File: config.mk
export PLATFORM = sky130hd
export DESIGN_NAME = rvx_queue
export DESIGN_NICKNAME = d
export VERILOG_FILES = /design/src/rtl/rvx_pkg.sv /design/src/rtl/rvx_queue.sv
export SDC_FILE = /design/constraint.sdc
export NUM_CORES = 1
export LEC_CHECK = 0
export ABC_CLOCK_PERIOD_IN_PS = 11600
export BUFFER_PORTS_ARGS = -buffer_cell sky130_fd_sc_hd__buf_2
export CAP_MARGIN = 20
export CORE_UTILIZATION = 55
export CTS_BUF_LIST = sky130_fd_sc_hd__clkbuf_8
export DETAILED_ROUTE_END_ITERATION = 8
export GPL_TIMING_DRIVEN = 0
export PLACE_DENSITY = 0.83
export SYNTH_ARGS = -nofsm -noshare
export SYNTH_HDL_FRONTEND = slang
export SYNTH_SLANG_ARGS = --single-unit
export TNS_END_PERCENT = 100
File: constraint.sdc
create_clock -name i_clk -period 11.6 [get_ports i_clk]
set_clock_uncertainty 0.15 [all_clocks]
set_input_delay 1.16 -clock i_clk [delete_from_list [all_inputs] [get_ports i_clk]]
set_output_delay 1.16 -clock i_clk [all_outputs]
set_load 0.005 [all_outputs]
File: src/rtl/rvx_pkg.sv
// Shared types, opcodes and status codes for the RV64I execute block.
package rvx_pkg;

    localparam int REG_COUNT = 32;
    localparam int REG_IDX_W = 5;

    localparam logic [6:0] OPC_IMM    = 7'h13;
    localparam logic [6:0] OPC_LUI    = 7'h37;
    localparam logic [6:0] OPC_AUIPC  = 7'h17;
    localparam logic [6:0] OPC_OP     = 7'h33;
    localparam logic [6:0] OPC_JAL    = 7'h6f;
    localparam logic [6:0] OPC_JALR   = 7'h67;
    localparam logic [6:0] OPC_BRANCH = 7'h63;

    localparam logic [6:0] ALT_FUNCT7 = 7'h20;
    localparam logic [5:0] SRA_KIND   = 6'h10;

    localparam logic [1:0] ST_OK          = 2'd0;
    localparam logic [1:0] ST_MISALIGNED  = 2'd1;
    localparam logic [1:0] ST_ILLEGAL     = 2'd2;
    localparam logic [1:0] ST_UNSUPPORTED = 2'd3;

    localparam logic [2:0] F3_ADD  = 3'd0;
    localparam logic [2:0] F3_SLL  = 3'd1;
    localparam logic [2:0] F3_SLT  = 3'd2;
    localparam logic [2:0] F3_SLTU = 3'd3;
    localparam logic [2:0] F3_XOR  = 3'd4;
    localparam logic [2:0] F3_SR   = 3'd5;
    localparam logic [2:0] F3_OR   = 3'd6;
    localparam logic [2:0] F3_AND  = 3'd7;

    localparam logic [2:0] F3_BEQ  = 3'd0;
    localparam logic [2:0] F3_BNE  = 3'd1;
    localparam logic [2:0] F3_BLT  = 3'd4;
    localparam logic [2:0] F3_BGE  = 3'd5;
    localparam logic [2:0] F3_BLTU = 3'd6;
    localparam logic [2:0] F3_BGEU = 3'd7;

    // Instruction class decided in the front part.
    typedef enum logic [2:0] {
        K_LUI, K_AUIPC, K_JAL, K_JALR, K_BRANCH, K_IMM, K_OP, K_BAD
    } t_kind;

    typedef struct packed {
        t_kind      kind;
        logic [1:0] status;
        logic [2:0] f3;
        logic [6:0] f7;
        logic [4:0] rd;
        logic [4:0] rs1;
        logic [4:0] rs2;
        logic [63:0] imm;
    } t_dec;

endpackage

File: src/rtl/rvx_queue.sv
// Two-entry queue between the decode front and the execute back.
module rvx_queue
    import rvx_pkg::*;
(
    input  logic i_clk,
    input  logic i_rst_n,
    input  logic i_push,
    input  t_dec i_data,
    output logic o_full,
    input  logic i_pop,
    output logic o_valid,
    output t_dec o_data
);

    t_dec       r_mem [2];
    logic       r_wptr;
    logic       r_rptr;
    logic [1:0] r_count;

    assign o_full  = (r_count == 2'd2);
    assign o_valid = (r_count != 2'd0);
    assign o_data  = r_mem[r_rptr];

    always_ff @(posedge i_clk) begin
        if (!i_rst_n) begin
            r_wptr <= 1'b0;
            r_rptr <= 1'b0;
            r_count <= 2'd0;
        end else begin
            if (i_push) r_wptr <= ~r_wptr;
            if (i_pop) r_rptr <= ~r_rptr;
            r_count <= r_count + 2'(i_push) - 2'(i_pop);
        end
    end

    always_ff @(posedge i_clk) begin
        if (i_push) r_mem[r_wptr] <= i_data;
    end

endmodule

==> results_dict.tcl <==
set metrics [dict create \
    synthArstFlopShare_pct 0 \
    syn_inst 313 \
    grt_max_degree 54 \
    wl_per_cell_um 17.04 \
    antenna_found_initial 0 \
    synth_area_sq_um 7022 \
    p_leak_nw 3.283 \
    drv_cap 0 \
    ys_ff_latch 193 \
    setup_violations 0 \
    start_util_pct 57.50 \
    worst-path-max-fanout 10 \
    synth_nets 413 \
    startpoint_type "flop" \
    cts_resized 0 \
    vdd_drop_max_mv 0.1259 \
    first_global_vias 3684 \
    nNetsFinal 628 \
    cp-end-kind "output port" \
    io_buffers 193 \
    hp-class "reg -> reg" \
    syn_avg_cell_area_sq_um 22.43 \
    rsz0062_at_grt "false" \
    vias_per_cell 5.086 \
    dpl.hpwl_mm 8.266 \
    ys.flop_type "edfxtp_1" \
    gp_congestion 0.6965 \
    clkSinkCount 193 \
    worst_pin_slew_ns 1.008 \
    cts_tree "done" \
    grt_pass1_wl_mm 17.85 \
    syn_to_final_growth_pct 23.63 \
    vias 3606 \
    insertion_delay_ns 0.45 \
    yosys_warnings 0 \
    fin_crit_sh_pct 26.21 \
    powerDensity_nw_per_um2 161.1 \
    crit_slowest_cell "dfxtp_1" \
    numCtsBuffers 17 \
    crit_type "reg -> out" \
    synth_edf_count 188 \
    cts_root_buffer "clkbuf_8" \
    synth_top_cell_area_share_pct 80.40 \
    max_stage_delay_ns 0.36 \
    ys_types 14 \
    reg2reg_slack_ns 9.68 \
    drt_iter0_drc 271 \
    htreeDepth 4 \
    grtUsageTotal_pct 18.86 \
    dieArea_sq_um 13220 \
    final.setup.tns_ns 0 \
    netlist_top_cells_area "edfxtp_1 80%, mux2_2 15%, dfxtp_1 1.4%" \
    clkTransAtPathRegs_ns 0.09 \
    routed_wl_mm 12.08 \
    fin_crit_ns 3.041 \
    synth_most_common_cell "edfxtp_1" \
    rows 40 \
    path_cells "buf_4 > buf_6 > mux2_2 > buf_2" \
    post_cts_buffers 0 \
    first_pass_iters 4 \
    fp.dieW_um 115.0 \
    io-pin-count 194 \
    n_fill_cell 791 \
    max_slew_margin_pct 32.66 \
    max_freq_mhz 328.9 \
    slew_violations 0 \
    ant_nets 0 \
    timing_hold_violations_final 0 \
    antennaDiodeCount 0 \
    die_h_um 115.0 \
    status "finished, final reports clean" \
    grt_overflow_total 0 \
    required_ns 10.29 \
    yosys.area.top_type "edfxtp_1" \
    hold_buffers 0 \
    seq_area_frac_synth_pct 81.82 \
    synthTopCellsByCount "188 x edfxtp_1, 94 x mux2_2, 6 x buf_6, 5 x dfxtp_1" \
    core_area_sq_um 12210 \
    clk_path_buf_depth 2 \
    power.total_mw 1.398 \
    drive_gt1_share_pct 61.92 \
    critPathArrivalTime_ns 1.73 \
    drc 0 \
]
## through the flow
stage	hold WS, ns	instance area (sq um)	setup WS [ns]	util [%]	instances
floorplan	0.4046	7022	5.604	-	313
global route	0.4798	8681	8.453	71.09	709
global placement	0.4153	8198	3.532	67.13	674
detailed placement	0.4203	8275	8.646	67.77	677
CTS	0.4428	8681	8.497	71.09	709
finish	0.4465	8681	8.559	71.09	709
## path summary, 6_finish.rpt
check / cells after the start / to / startpoint
hold reg to reg: 2 / flop / r_rptr$_SDFFE_PN0P_
hold / removal: 2 / flop / r_rptr$_SDFFE_PN0P_
setup / recovery: 4 / o_data[72] / flop
setup reg to reg: 2 / r_mem[0][86]$_DFFE_PP_ / r_wptr$_SDFFE_PN0P_
## cells by family (layout without fill, tap and decap cells)
logic type	count (synthesis)	after routing	share of synthesized area (%)
flip-flops	193	193	81.82
multiplexers	94	94	15.07
buffers and inverters	12	240	1.390
AND/OR/NAND/NOR	9	9	0.8018
adder cells (fa/ha/maj)	2	2	0.3563
XOR/XNOR	2	2	0.4455
AO/OA/AOI/OAI	1	1	0.1070
## report_power, final
part	internal [mW]	leakage [nW]	switching (mW)	total, mW
logic	0.0817	1.27	0.0689	0.151
clock network	0.198	0.205	0.235	0.433
registers	0.805	1.81	0.00921	0.814
## layer usage
metal | global-route usage [%] | share of wire (%) | vias to the layer above
li1 | - | - | 1671
met1 | 20.01 | 38 | 1757
met2 | 33.13 | 52 | 155
met3 | 6.378 | 8.6 | 23
met4 | 10.30 | 2.3 | 0
met5 | 0 | 0 | -
## placed cells by master (no fill, tap or decap), types with 2 or more instances in the layout
cell type | Yosys | final
clkbuf_8 | 0 | 17
bufinv_16 | 0 | 2
buf_12 | 0 | 2
ha_1 | 2 | 2
inv_6 | 0 | 7
inv_1 | 2 | 2
buf_2 | 3 | 196
dfxtp_1 | 5 | 5
clkinv_4 | 0 | 3
edfxtp_1 | 188 | 188
and2_1 | 4 | 3
mux2_2 | 94 | 94
buf_6 | 6 | 6
nor2b_1 | 4 | 3
## final cells by class
cell class	instances	area [sq um]	area share (%)
flip-flops and latches	193	5746	66.19
multi-input cells	108	1189	13.69
repair buffers	196	1033	11.91
clock buffers	17	234.0	2.695
well taps	168	210.2	2.421
clock inverters	15	171.4	1.975
plain buffers	10	90.09	1.038
inverters	2	7.507	0.08648
## critical path: cells and delay by family (launching register included)
| family | cells | cell delay (ns) |
|---|---|---|
| mux | 1 | 0.35 |
| flops | 1 | 0.36 |
| buf+inv | 3 | 0.56 |
## sequential cells by signal, indices dropped and copies added, names as in the netlist, named ones only
register and flops:
r_rptr 1, r_wptr 1, r_mem 188, r_count 2
Note: power is estimated with default switching activity, not from simulation.
