--- src/rtl/rvx_pkg.sv ---
// Shared types, opcodes and status codes for the RV64I execute block.
package rvx_pkg;

    localparam int REG_COUNT = 32;
    localparam int REG_IDX_W = 5;

    localparam logic [6:0] OPC_IMM    = 7'h13;
    localparam logic [6:0] OPC_LUI    = 7'h37;
    localparam logic [6:0] OPC_AUIPC  = 7'h17;
    localparam logic [6:0] OPC_OP     = 7'h33;
    localparam logic [6:0] OPC_JAL    = 7'h6f;
    localparam logic [6:0] OPC_JALR   = 7'h67;
    localparam logic [6:0] OPC_BRANCH = 7'h63;

    localparam logic [6:0] ALT_FUNCT7 = 7'h20;
    localparam logic [5:0] SRA_KIND   = 6'h10;

    localparam logic [1:0] ST_OK          = 2'd0;
    localparam logic [1:0] ST_MISALIGNED  = 2'd1;
    localparam logic [1:0] ST_ILLEGAL     = 2'd2;
    localparam logic [1:0] ST_UNSUPPORTED = 2'd3;

    localparam logic [2:0] F3_ADD  = 3'd0;
    localparam logic [2:0] F3_SLL  = 3'd1;
    localparam logic [2:0] F3_SLT  = 3'd2;
    localparam logic [2:0] F3_SLTU = 3'd3;
    localparam logic [2:0] F3_XOR  = 3'd4;
    localparam logic [2:0] F3_SR   = 3'd5;
    localparam logic [2:0] F3_OR   = 3'd6;
    localparam logic [2:0] F3_AND  = 3'd7;

    localparam logic [2:0] F3_BEQ  = 3'd0;
    localparam logic [2:0] F3_BNE  = 3'd1;
    localparam logic [2:0] F3_BLT  = 3'd4;
    localparam logic [2:0] F3_BGE  = 3'd5;
    localparam logic [2:0] F3_BLTU = 3'd6;
    localparam logic [2:0] F3_BGEU = 3'd7;

    // Instruction class decided in the front part.
    typedef enum logic [2:0] {
        K_LUI, K_AUIPC, K_JAL, K_JALR, K_BRANCH, K_IMM, K_OP, K_BAD
    } t_kind;

    typedef struct packed {
        t_kind      kind;
        logic [1:0] status;
        logic [2:0] f3;
        logic [6:0] f7;
        logic [4:0] rd;
        logic [4:0] rs1;
        logic [4:0] rs2;
        logic [63:0] imm;
    } t_dec;

endpackage

--- src/rtl/rvx_decode.sv ---
// Front part: classifies an instruction word and extracts its immediate.
module rvx_decode
    import rvx_pkg::*;
(
    input  logic [31:0] i_instruction,
    output t_dec        o_dec
);

    logic [6:0] opc;
    logic       use_rs1;
    logic       use_rs2;
    logic       use_rd;

    assign opc = i_instruction[6:0];

    always_comb begin
        o_dec.f3  = i_instruction[14:12];
        o_dec.f7  = i_instruction[31:25];
        o_dec.rd  = i_instruction[11:7];
        o_dec.rs1 = i_instruction[19:15];
        o_dec.rs2 = i_instruction[24:20];
        o_dec.status = ST_OK;
        o_dec.imm = {{52{i_instruction[31]}}, i_instruction[31:20]};
        use_rs1 = 1'b1;
        use_rs2 = 1'b0;
        use_rd  = 1'b1;
        unique case (opc)
            OPC_LUI: begin
                o_dec.kind = K_LUI; use_rs1 = 1'b0;
                o_dec.imm = {{32{i_instruction[31]}}, i_instruction[31:12], 12'd0};
            end
            OPC_AUIPC: begin
                o_dec.kind = K_AUIPC; use_rs1 = 1'b0;
                o_dec.imm = {{32{i_instruction[31]}}, i_instruction[31:12], 12'd0};
            end
            OPC_JAL: begin
                o_dec.kind = K_JAL; use_rs1 = 1'b0;
                o_dec.imm = {{44{i_instruction[31]}}, i_instruction[19:12],
                             i_instruction[20], i_instruction[30:21], 1'b0};
            end
            OPC_JALR: o_dec.kind = K_JALR;
            OPC_BRANCH: begin
                o_dec.kind = K_BRANCH; use_rd = 1'b0; use_rs2 = 1'b1;
                o_dec.imm = {{52{i_instruction[31]}}, i_instruction[7],
                             i_instruction[30:25], i_instruction[11:8], 1'b0};
            end
            OPC_IMM: o_dec.kind = K_IMM;
            OPC_OP: begin
                o_dec.kind = K_OP; use_rs2 = 1'b1;
            end
            default: begin
                o_dec.kind = K_BAD; o_dec.status = ST_UNSUPPORTED;
            end
        endcase
        if (o_dec.status == ST_OK &&
            ((use_rd && 32'(o_dec.rd) >= 32'(REG_COUNT)) ||
             (use_rs1 && 32'(o_dec.rs1) >= 32'(REG_COUNT)) ||
             (use_rs2 && 32'(o_dec.rs2) >= 32'(REG_COUNT)))) begin
            o_dec.status = ST_ILLEGAL;
        end
    end

endmodule

--- config.mk ---
export PLATFORM = sky130hd
export DESIGN_NAME = rvx_decode
export DESIGN_NICKNAME = d
export VERILOG_FILES = /design/src/rtl/rvx_pkg.sv /design/src/rtl/rvx_decode.sv
export SDC_FILE = /design/constraint.sdc
export NUM_CORES = 1
export LEC_CHECK = 0
export ABC_AREA = 1
export BUFFER_PORTS_ARGS = -buffer_cell sky130_fd_sc_hd__buf_4
export CORE_ASPECT_RATIO = 0.75
export CORE_MARGIN = 8
export CORE_UTILIZATION = 30
export DETAILED_ROUTE_END_ITERATION = 10
export PLACE_DENSITY = 0.8
export SYNTH_ARGS = -nofsm -noshare
export SYNTH_HDL_FRONTEND = slang
export SYNTH_SLANG_ARGS = --single-unit
--- constraint.sdc ---
create_clock -name vclk -period 0.8
set_input_delay 0.04 -clock vclk [all_inputs]
set_output_delay 0.04 -clock vclk [all_outputs]
set_load 0.01 [all_outputs]
==> flow_summary.toml, run 1 <==
[routing]
drt_iter0_drc = 27
route.detailed.drc = 0
wl_per_cell_um = 14.4
vias = 1326
via_per_inst = 4.41
drtPass1Iterations = 4
drt-total-wl_um = 4330
antenna_left = 0

[critical_path]
worstPathMaxFanout = 8
crit_type = "input port to primary output"
start_kind = "input port"
crit_arrival_ns = 0.99
worstPathRequired_ns = 0.76
endpoint_kind = "primary output"

[timing]
fin_setup_tns_ns = -6.60
worstMarginPinSlew_ns = 0.276
whs_ns = 0.269
fin_crit_sh_pct = 129
fmax_ghz = 0.972
fin_ws_ns = -0.229
rsz0062_at_grt = "yes"
setup_viol = 36
relSlewSlack_pct = 81.6
hold_viol = 0
period_needed_ns = 1.03
drv_slew = 0

[layout]
nFlopsAndLatches = 0
drive_gt1_share_pct = 76.6
diodes = 0
nets = 295
regArea_sq_um = 0
post-route-util_pct = 63.9
syn2layout_area_growth_pct = 110
n_fill_cell = 270
fin_cells = 301
num-clock-buffers = 0

[floorplan]
die-area_sq_mm = 0.00532
fp-row-count = 18
die_width_um = 81.6
start_util_pct = 30.5
pin_count = 126
core_sq_mm = 0.00318
die_h_um = 65.2

[global_route]
overflow = 0
grt_pass1_wl_um = 6030
grt_use_total_pct = 13.7
antenna_found_initial = 0
grt_pass1_vias = 1211
grt_max_degree = 35

[power_and_ir_drop]
p_leak_nw = 1.15
ir_drop_mv = 0.279
powerDensity_mw_per_mm2 = 529

[outcome]
violations = "setup timing"
status = "complete, but fails checks"

[synth]
ys_top_cells_by_area = "buf_4 47%, nand2_1 17%, nand3_1 6.7%"
ys_seq_area_share_pct = 0
synth_top_cell_area_share_pct = 47.3
synth_area_sq_um = 967
synth_area_leader_cell = "buf_4"
synth_cells = 171
synth_cell_type_count = 17
avgSynthCellArea_sq_um = 5.66
yosys_warnings = 0
syn-num-nets = 203

[placement]
dp_cells = 294
dp_hpwl_um = 3430
pre_cts_slack_ns = -0.313
port_buffers = 126
finalWeightedCongestion = 0.773

[run]
max_cap_violations = 0

[worst_hold_path]
worstHoldPathType = "input port to primary output"
[logic make-up after synthesis]
group / share of synthesized area, %
AND/OR/NAND/NOR: 39.1
buffers and inverters: 55.5
AO/OA/AOI/OAI: 5.43
[routing by layer]
layer  global-route usage (%)  vias to the layer above  routed length [um]
li1                         -                      659                   -
met1                     14.4                      598                1400
met2                     27.9                       69                2360
met3                     3.41                        0                 559
met4                        0                        0                   0
met5                        0                        -                   0
[synth_stat cells (2+ instances only)]
library cell / number
nor2_1: 8
nor2_2: 4
o21ai_0: 8
nand4_1: 6
inv_1: 17
buf_4: 61
nand3_1: 13
nand2_1: 44
nand2_4: 2
[cells in the final DEF, fill, tap and decap left out]
cell type,count
nand3_4,1
nand2_2,18
o21ai_2,2
nor2_4,5
nor3_1,1
buf_8,3
clkinv_4,2
inv_6,1
nor2_1,8
nand2_8,2
o21ai_4,1
nand3_1,8
nand4_1,6
nand2_1,19
buf_12,2
a22oi_2,1
nand2_4,9
buf_6,22
buf_4,123
o21ai_1,6
inv_1,13
nand3_2,5
inv_2,3
[per-stage QoR]
stage,total power [mW],instance area (sq um)
after CTS,1.05,1950
after global routing,1.15,2030
after detailed placement,0.933,1670
after floorplan,0.499,988
final,1.07,2030
after global placement,0.920,1670
[final cells by class]
type                            count  area, sq um  share of cell area, %
Inverter                           18         77.6                   3.82
Multi-Input combinational cell     92          638                   31.4
Tap cell                           40         50.0                   2.46
Timing Repair Buffer              150         1260                   61.9
Timing Repair inverter              1         8.76                  0.431
[what timing repair did]
action | CTS | global route
buffers inserted | 6 | 0
endpoints found under the setup margin | 36 | 36
gates cloned | 2 | 0
hold buffers | 0 | 0
pin swaps | 12 | 10
resized for setup | 60 | 22
[report_power, final]
group	leakage (nW)	internal [mW]	total [mW]	switching [mW]
Combinational	1.15	0.576	1.07	0.499
Clock	0	0	0	0
Sequential	0	0	0	0
[critical path, cell delays in order]
cell     delay (ns)
buf_8          0.10
inv_6          0.05
nand2_4        0.04
nor2_4         0.16
nand2_4        0.11
buf_6          0.14
nand2_8        0.10
nand2_4        0.06
nand2_4        0.06
buf_6          0.10
[path summary, 6_finish.rpt]
check                    startpoint         to  depth (start not counted)  slack, ns
setup / recovery   i_instruction[3]  o_dec[12]                         10      -0.23
hold / removal    i_instruction[27]  o_dec[81]                          2       0.27
Note: power is estimated with default switching activity, not from simulation.
==> inputs of run 2 (changes only) <==
--- a/config.mk
+++ b/config.mk
@@ -12,6 +12,7 @@
 export CORE_UTILIZATION = 30
 export DETAILED_ROUTE_END_ITERATION = 10
 export PLACE_DENSITY = 0.8
+export REMOVE_ABC_BUFFERS = 1
 export SYNTH_ARGS = -nofsm -noshare
 export SYNTH_HDL_FRONTEND = slang
 export SYNTH_SLANG_ARGS = --single-unit
==> flow_summary.toml, run 2 (synthesized netlist as in run 1, its figures left out) <==
[outcome]
status = "complete, but fails checks"
violations = "setup timing"

[placement]
port_buffers = 126
dp_hpwl_um = 3460
finalWeightedCongestion = 0.840
post_dp_cell_area_sq_mm = 0.00158

[floorplan]
die-area_sq_mm = 0.00532
fp-row-count = 18
die_h_um = 65.2
die_width_um = 81.6
pin_count = 126
core_sq_mm = 0.00318
start_util_pct = 30.5

[critical_path]
cp_common_cell = "buf_6"
crit_path_cell_trace = "buf_6 -> nand2_4 -> nor2_4 -> buf_12 -> buf_6 -> o21ai_4 -> nand3_4 -> inv_2 -> buf_4"
endpoint_kind = "primary output"
crit_slowest_cell = "o21ai_4"
worstPathRequired_ns = 0.76
crit_end = "o_dec[90]"
crit_arrival_ns = 1.00
start_kind = "input port"
crit_type = "input port to primary output"
critPathMaxStageDelay_ns = 0.18
worstPathMaxFanout = 8
critPathLaunch = "i_instruction[5]"

[layout]
nFlopsAndLatches = 0
drive_gt1_share_pct = 77.0
final_cell_mix = "108 x buf_4, 32 x buf_6, 24 x nand2_2"
syn2layout_area_growth_pct = 111
nets = 290
regArea_sq_um = 0
final_common_cell = "buf_4"
diodes = 0
final_cell_area_sq_mm = 0.00204
num-clock-buffers = 0

[run]
max_cap_violations = 0

[power_and_ir_drop]
internal_power_mw = 0.575
swShare_pct = 47.3
ir_drop_mv = 0.201
seq_power_share_pct = 0
power_frac_clock_pct = 0
power_mw = 1.09
combPwrFrac_pct = 100.0
powerDensity_mw_per_mm2 = 535
p_leak_nw = 1.11
p_switching_mw = 0.517

[routing]
drtPass1Iterations = 4
vias = 1367
antenna_left = 0
via_per_inst = 4.62
drt_iter0_drc = 47
drt-total-wl_um = 4810
wl_per_cell_um = 16.3
route.detailed.drc = 0

[timing]
fin_crit_sh_pct = 130
fmax_ghz = 0.965
relSlewSlack_pct = 77.3
setup_viol = 36
hold_viol = 0
period_needed_ns = 1.04
worstMarginPinSlew_ns = 0.339
fin_ws_ns = -0.236
drv_slew = 0
rsz0062_at_grt = "yes"

[global_route]
antenna_found_initial = 0
grt_pass1_vias = 1231
grt_use_total_pct = 14.6
grt_pass1_wl_um = 6490
grt_max_degree = 35
overflow = 0

[cts]
hold_buffers = 0

[worst_hold_path]
worstHoldPathType = "input port to primary output"
run 2: what timing repair did:
item	CTS	global route
pin swaps	23	17
endpoints found under the setup margin	36	70
setup buffers	3	5
resized for setup	85	23
gates cloned	2	0
run 2: through the flow:
stage / utilization (%) / std cells / TNS, ns / hold slack, ns / worst slack (ns)
floorplan: - / 109 / -1.68 / 0.0800 / -0.111
global placement: 49.6 / 286 / -9.07 / 0.268 / -0.313
detailed placement: 49.6 / 286 / -9.43 / 0.269 / -0.334
CTS: 59.8 / 291 / -5.57 / 0.270 / -0.197
global route: 64.3 / 296 / -7.71 / 0.277 / -0.277
finish: 64.3 / 296 / -6.09 / 0.270 / -0.236
run 2: power by group through the flow:
stage          Clock [mW]  Sequential (mW)  Combinational (mW)
6_report                0                0                1.09
5_1_grt                 0                0                1.16
4_1_cts                 0                0                1.03
3_5_place_dp            0                0               0.892
3_3_place_gp            0                0               0.881
2_1_floorplan           0                0               0.178
run 2: metal layers:
metal	global-route usage [%]	part of all wire (%)	up-vias	wire (um)
li1	-	-	646	-
met1	15.9	32	640	1550
met2	29.8	56	73	2680
met3	2.45	11	8	510
met4	0	1.5	0	74
met5	0	0	-	0
run 2: worst max-delay path: cells and delay by family:
| kind | cells | cell delay, ns |
|---|---|---|
| buffers and inverters | 5 | 0.56 |
| and+or+nand+nor | 3 | 0.22 |
| AOI/OAI and AO/OA | 1 | 0.18 |
run 2: worst min path at each step:
stage,start,end,slack (ns),cells past startpoint
after CTS,i_instruction[25],o_dec[79],0.27,2
after floorplan,i_instruction[31],o_dec[31],0.08,0
after detailed placement,i_instruction[25],o_dec[79],0.27,2
after global routing,i_instruction[11],o_dec[78],0.28,2
after global placement,i_instruction[28],o_dec[82],0.27,2
final,i_instruction[25],o_dec[79],0.27,2
run 2: final cells by class:
type	count	area (sq um)
repair buffers	145	1250
inverters	18	82.6
fillers	259	1130
multi-input cells	92	652
well taps	40	50.0
repair inverters	1	5.00
==> inputs of run 3 (changes only) <==
--- a/config.mk
+++ b/config.mk
@@ -5,7 +5,6 @@
 export SDC_FILE = /design/constraint.sdc
 export NUM_CORES = 1
 export LEC_CHECK = 0
-export ABC_AREA = 1
 export BUFFER_PORTS_ARGS = -buffer_cell sky130_fd_sc_hd__buf_4
 export CORE_ASPECT_RATIO = 0.75
 export CORE_MARGIN = 8
==> flow_summary.toml, run 3 <==
[synth]
synth_area_leader_cell = "buf_4"
synth_area_sq_um = 970
synth_cells = 133
synth_cell_type_count = 28
synth_top_cell_area_share_pct = 45.7
synth_most_common_cell = "buf_4"
avgSynthCellArea_sq_um = 7.29
synthTopCellsByCount = "59 x buf_4, 11 x a21o_1, 8 x mux2_2"
ys_seq_area_share_pct = 0
yosys_warnings = 0
ys_top_cells_by_area = "buf_4 46%, mux2_2 9.3%, a21o_1 8.5%"

[power_and_ir_drop]
swShare_pct = 42.6
p_switching_mw = 0.440
internal_power_mw = 0.593
combPwrFrac_pct = 100.0
powerDensity_mw_per_mm2 = 554
p_leak_nw = 1.02
power_frac_clock_pct = 0
ir_drop_mv = 0.360
seq_power_share_pct = 0
power_mw = 1.03

[layout]
regArea_sq_um = 0
syn2layout_area_growth_pct = 92.3
nets = 254
final_cell_area_sq_mm = 0.00186
num-clock-buffers = 0
diodes = 0
final_cell_mix = "131 x buf_4, 19 x buf_6, 11 x a21o_1"
multiInputGateArea_sq_um = 543
final_common_cell = "buf_4"
drive_gt1_share_pct = 80.5
n_fill_cell = 326
nFlopsAndLatches = 0
fin_cells = 260
post-route-util_pct = 58.3

[placement]
port_buffers = 126
finalWeightedCongestion = 0.783
pre_cts_slack_ns = -0.641
dp_hpwl_um = 3340
dp_cells = 254
post_dp_cell_area_sq_mm = 0.00166

[floorplan]
fp-row-count = 18
pin_count = 126
core_sq_mm = 0.00320
die-area_sq_mm = 0.00533
die_width_um = 81.7
die_h_um = 65.2
start_util_pct = 30.3

[global_route]
overflow = 0
use_met1_pct = 13.8
grt_max_degree = 22
grt_pass1_vias = 1211
antenna_found_initial = 0
grtUsageMet2_pct = 27.5
grt_use_met3_pct = 3.13
grt_busiest_layer = "met2"
grt_use_total_pct = 13.4
grt_pass1_wl_um = 5950

[timing]
whs_ns = 0.267
fmax_ghz = 0.738
period_needed_ns = 1.36
hold_viol = 0
drv_slew = 0
fin_ws_ns = -0.555
fin_crit_sh_pct = 169
worstMarginPinSlew_ns = 0.280
fin_setup_tns_ns = -17.28
rsz0062_at_grt = "yes"
setup_viol = 36
relSlewSlack_pct = 81.3

[critical_path]
critPathLaunch = "i_instruction[6]"
critPathMaxStageDelay_ns = 0.41
start_kind = "input port"
crit_arrival_ns = 1.32
worstPathRequired_ns = 0.76
crit_type = "input port to primary output"
crit_path_cell_trace = "buf_6 -> or3b_4 -> a21oi_4 -> buf_12 -> mux2_2 -> buf_4"
crit_slowest_cell = "or3b_4"
worstPathMaxFanout = 9
endpoint_kind = "primary output"

[routing]
drt-total-wl_um = 4140
drtPass1Iterations = 4
vias = 1122
wl_per_cell_um = 15.9
drt_iter0_drc = 46
route.detailed.drc = 0
via_per_inst = 4.32
antenna_left = 0

[worst_hold_path]
min_to = "o_dec[69]"
whs_path_depth = 2
hold_start = "i_instruction[15]"
worstHoldPathType = "input port to primary output"

[outcome]
status = "complete, but fails checks"
violations = "setup timing"

[run]
max_cap_violations = 0
## run 3: cell types whose count changed in the layout (fill, tap and decap cells not counted), sizes merged, moves of 2 or more
cell	change
nand2	-47
inv	-12
mux2	+8
nand2b	+2
clkinv	-2
o31ai	+4
nor2b	+7
buf	+8
nand3	-8
nand4	-3
nor3b	+2
nor2	-11
a21o	+12
o21ai	-5
## run 3: what timing repair did
item / in CTS / in global routing
hold buffers: 0 / 0
gates resized for setup: 35 / 7
pin swaps: 7 / 4
setup endpoints to repair: 36 / 36
buffers inserted: 6 / 0
## run 3: final cells by class
class | instances | share of cell area [%]
Tap cell | 40 | 2.68
Timing Repair Buffer | 153 | 67.2
Multi-Input combinational cell | 62 | 29.1
Inverter | 5 | 1.01
## run 3: power groups by stage
stage / logic [mW] / registers (mW) / clock network [mW]
2_1_floorplan: 0.194 / 0 / 0
3_3_place_gp: 0.941 / 0 / 0
3_5_place_dp: 0.954 / 0 / 0
4_1_cts: 1.03 / 0 / 0
5_1_grt: 1.10 / 0 / 0
6_report: 1.03 / 0 / 0
## run 3: logic make-up after synthesis
logic type      count (synthesis)  share of synthesized area, %
compound gates                 23                          17.9
buf+inv                        71                          51.4
mux                             9                          10.3
simple gates                   29                          19.5
xor+xnor                        1                         0.903
## run 3: worst max-delay path by stage
stage	to	slack (ns)	cells after the start
floorplan	o_dec[20]	-0.65	3
global placement	o_dec[12]	-0.61	5
detailed placement	o_dec[15]	-0.64	5
CTS	o_dec[14]	-0.57	6
global route	o_dec[18]	-0.60	6
finish	o_dec[14]	-0.56	6
## run 3: critical path, delay by kind of cell
kind                   cells  cell delay [ns]
AOI/OAI and AO/OA          1             0.15
buffers and inverters      3             0.37
muxes                      1             0.33
and+or+nand+nor            1             0.41
## run 3: per-layer routing
layer / share of wire (%) / vias to the layer above / wire (um)
met3: 7.4 / 4 / 308
met4: 1.2 / 0 / 51
li1: - / 567 / -
met1: 33 / 512 / 1370
met5: 0 / - / 0
met2: 58 / 39 / 2410
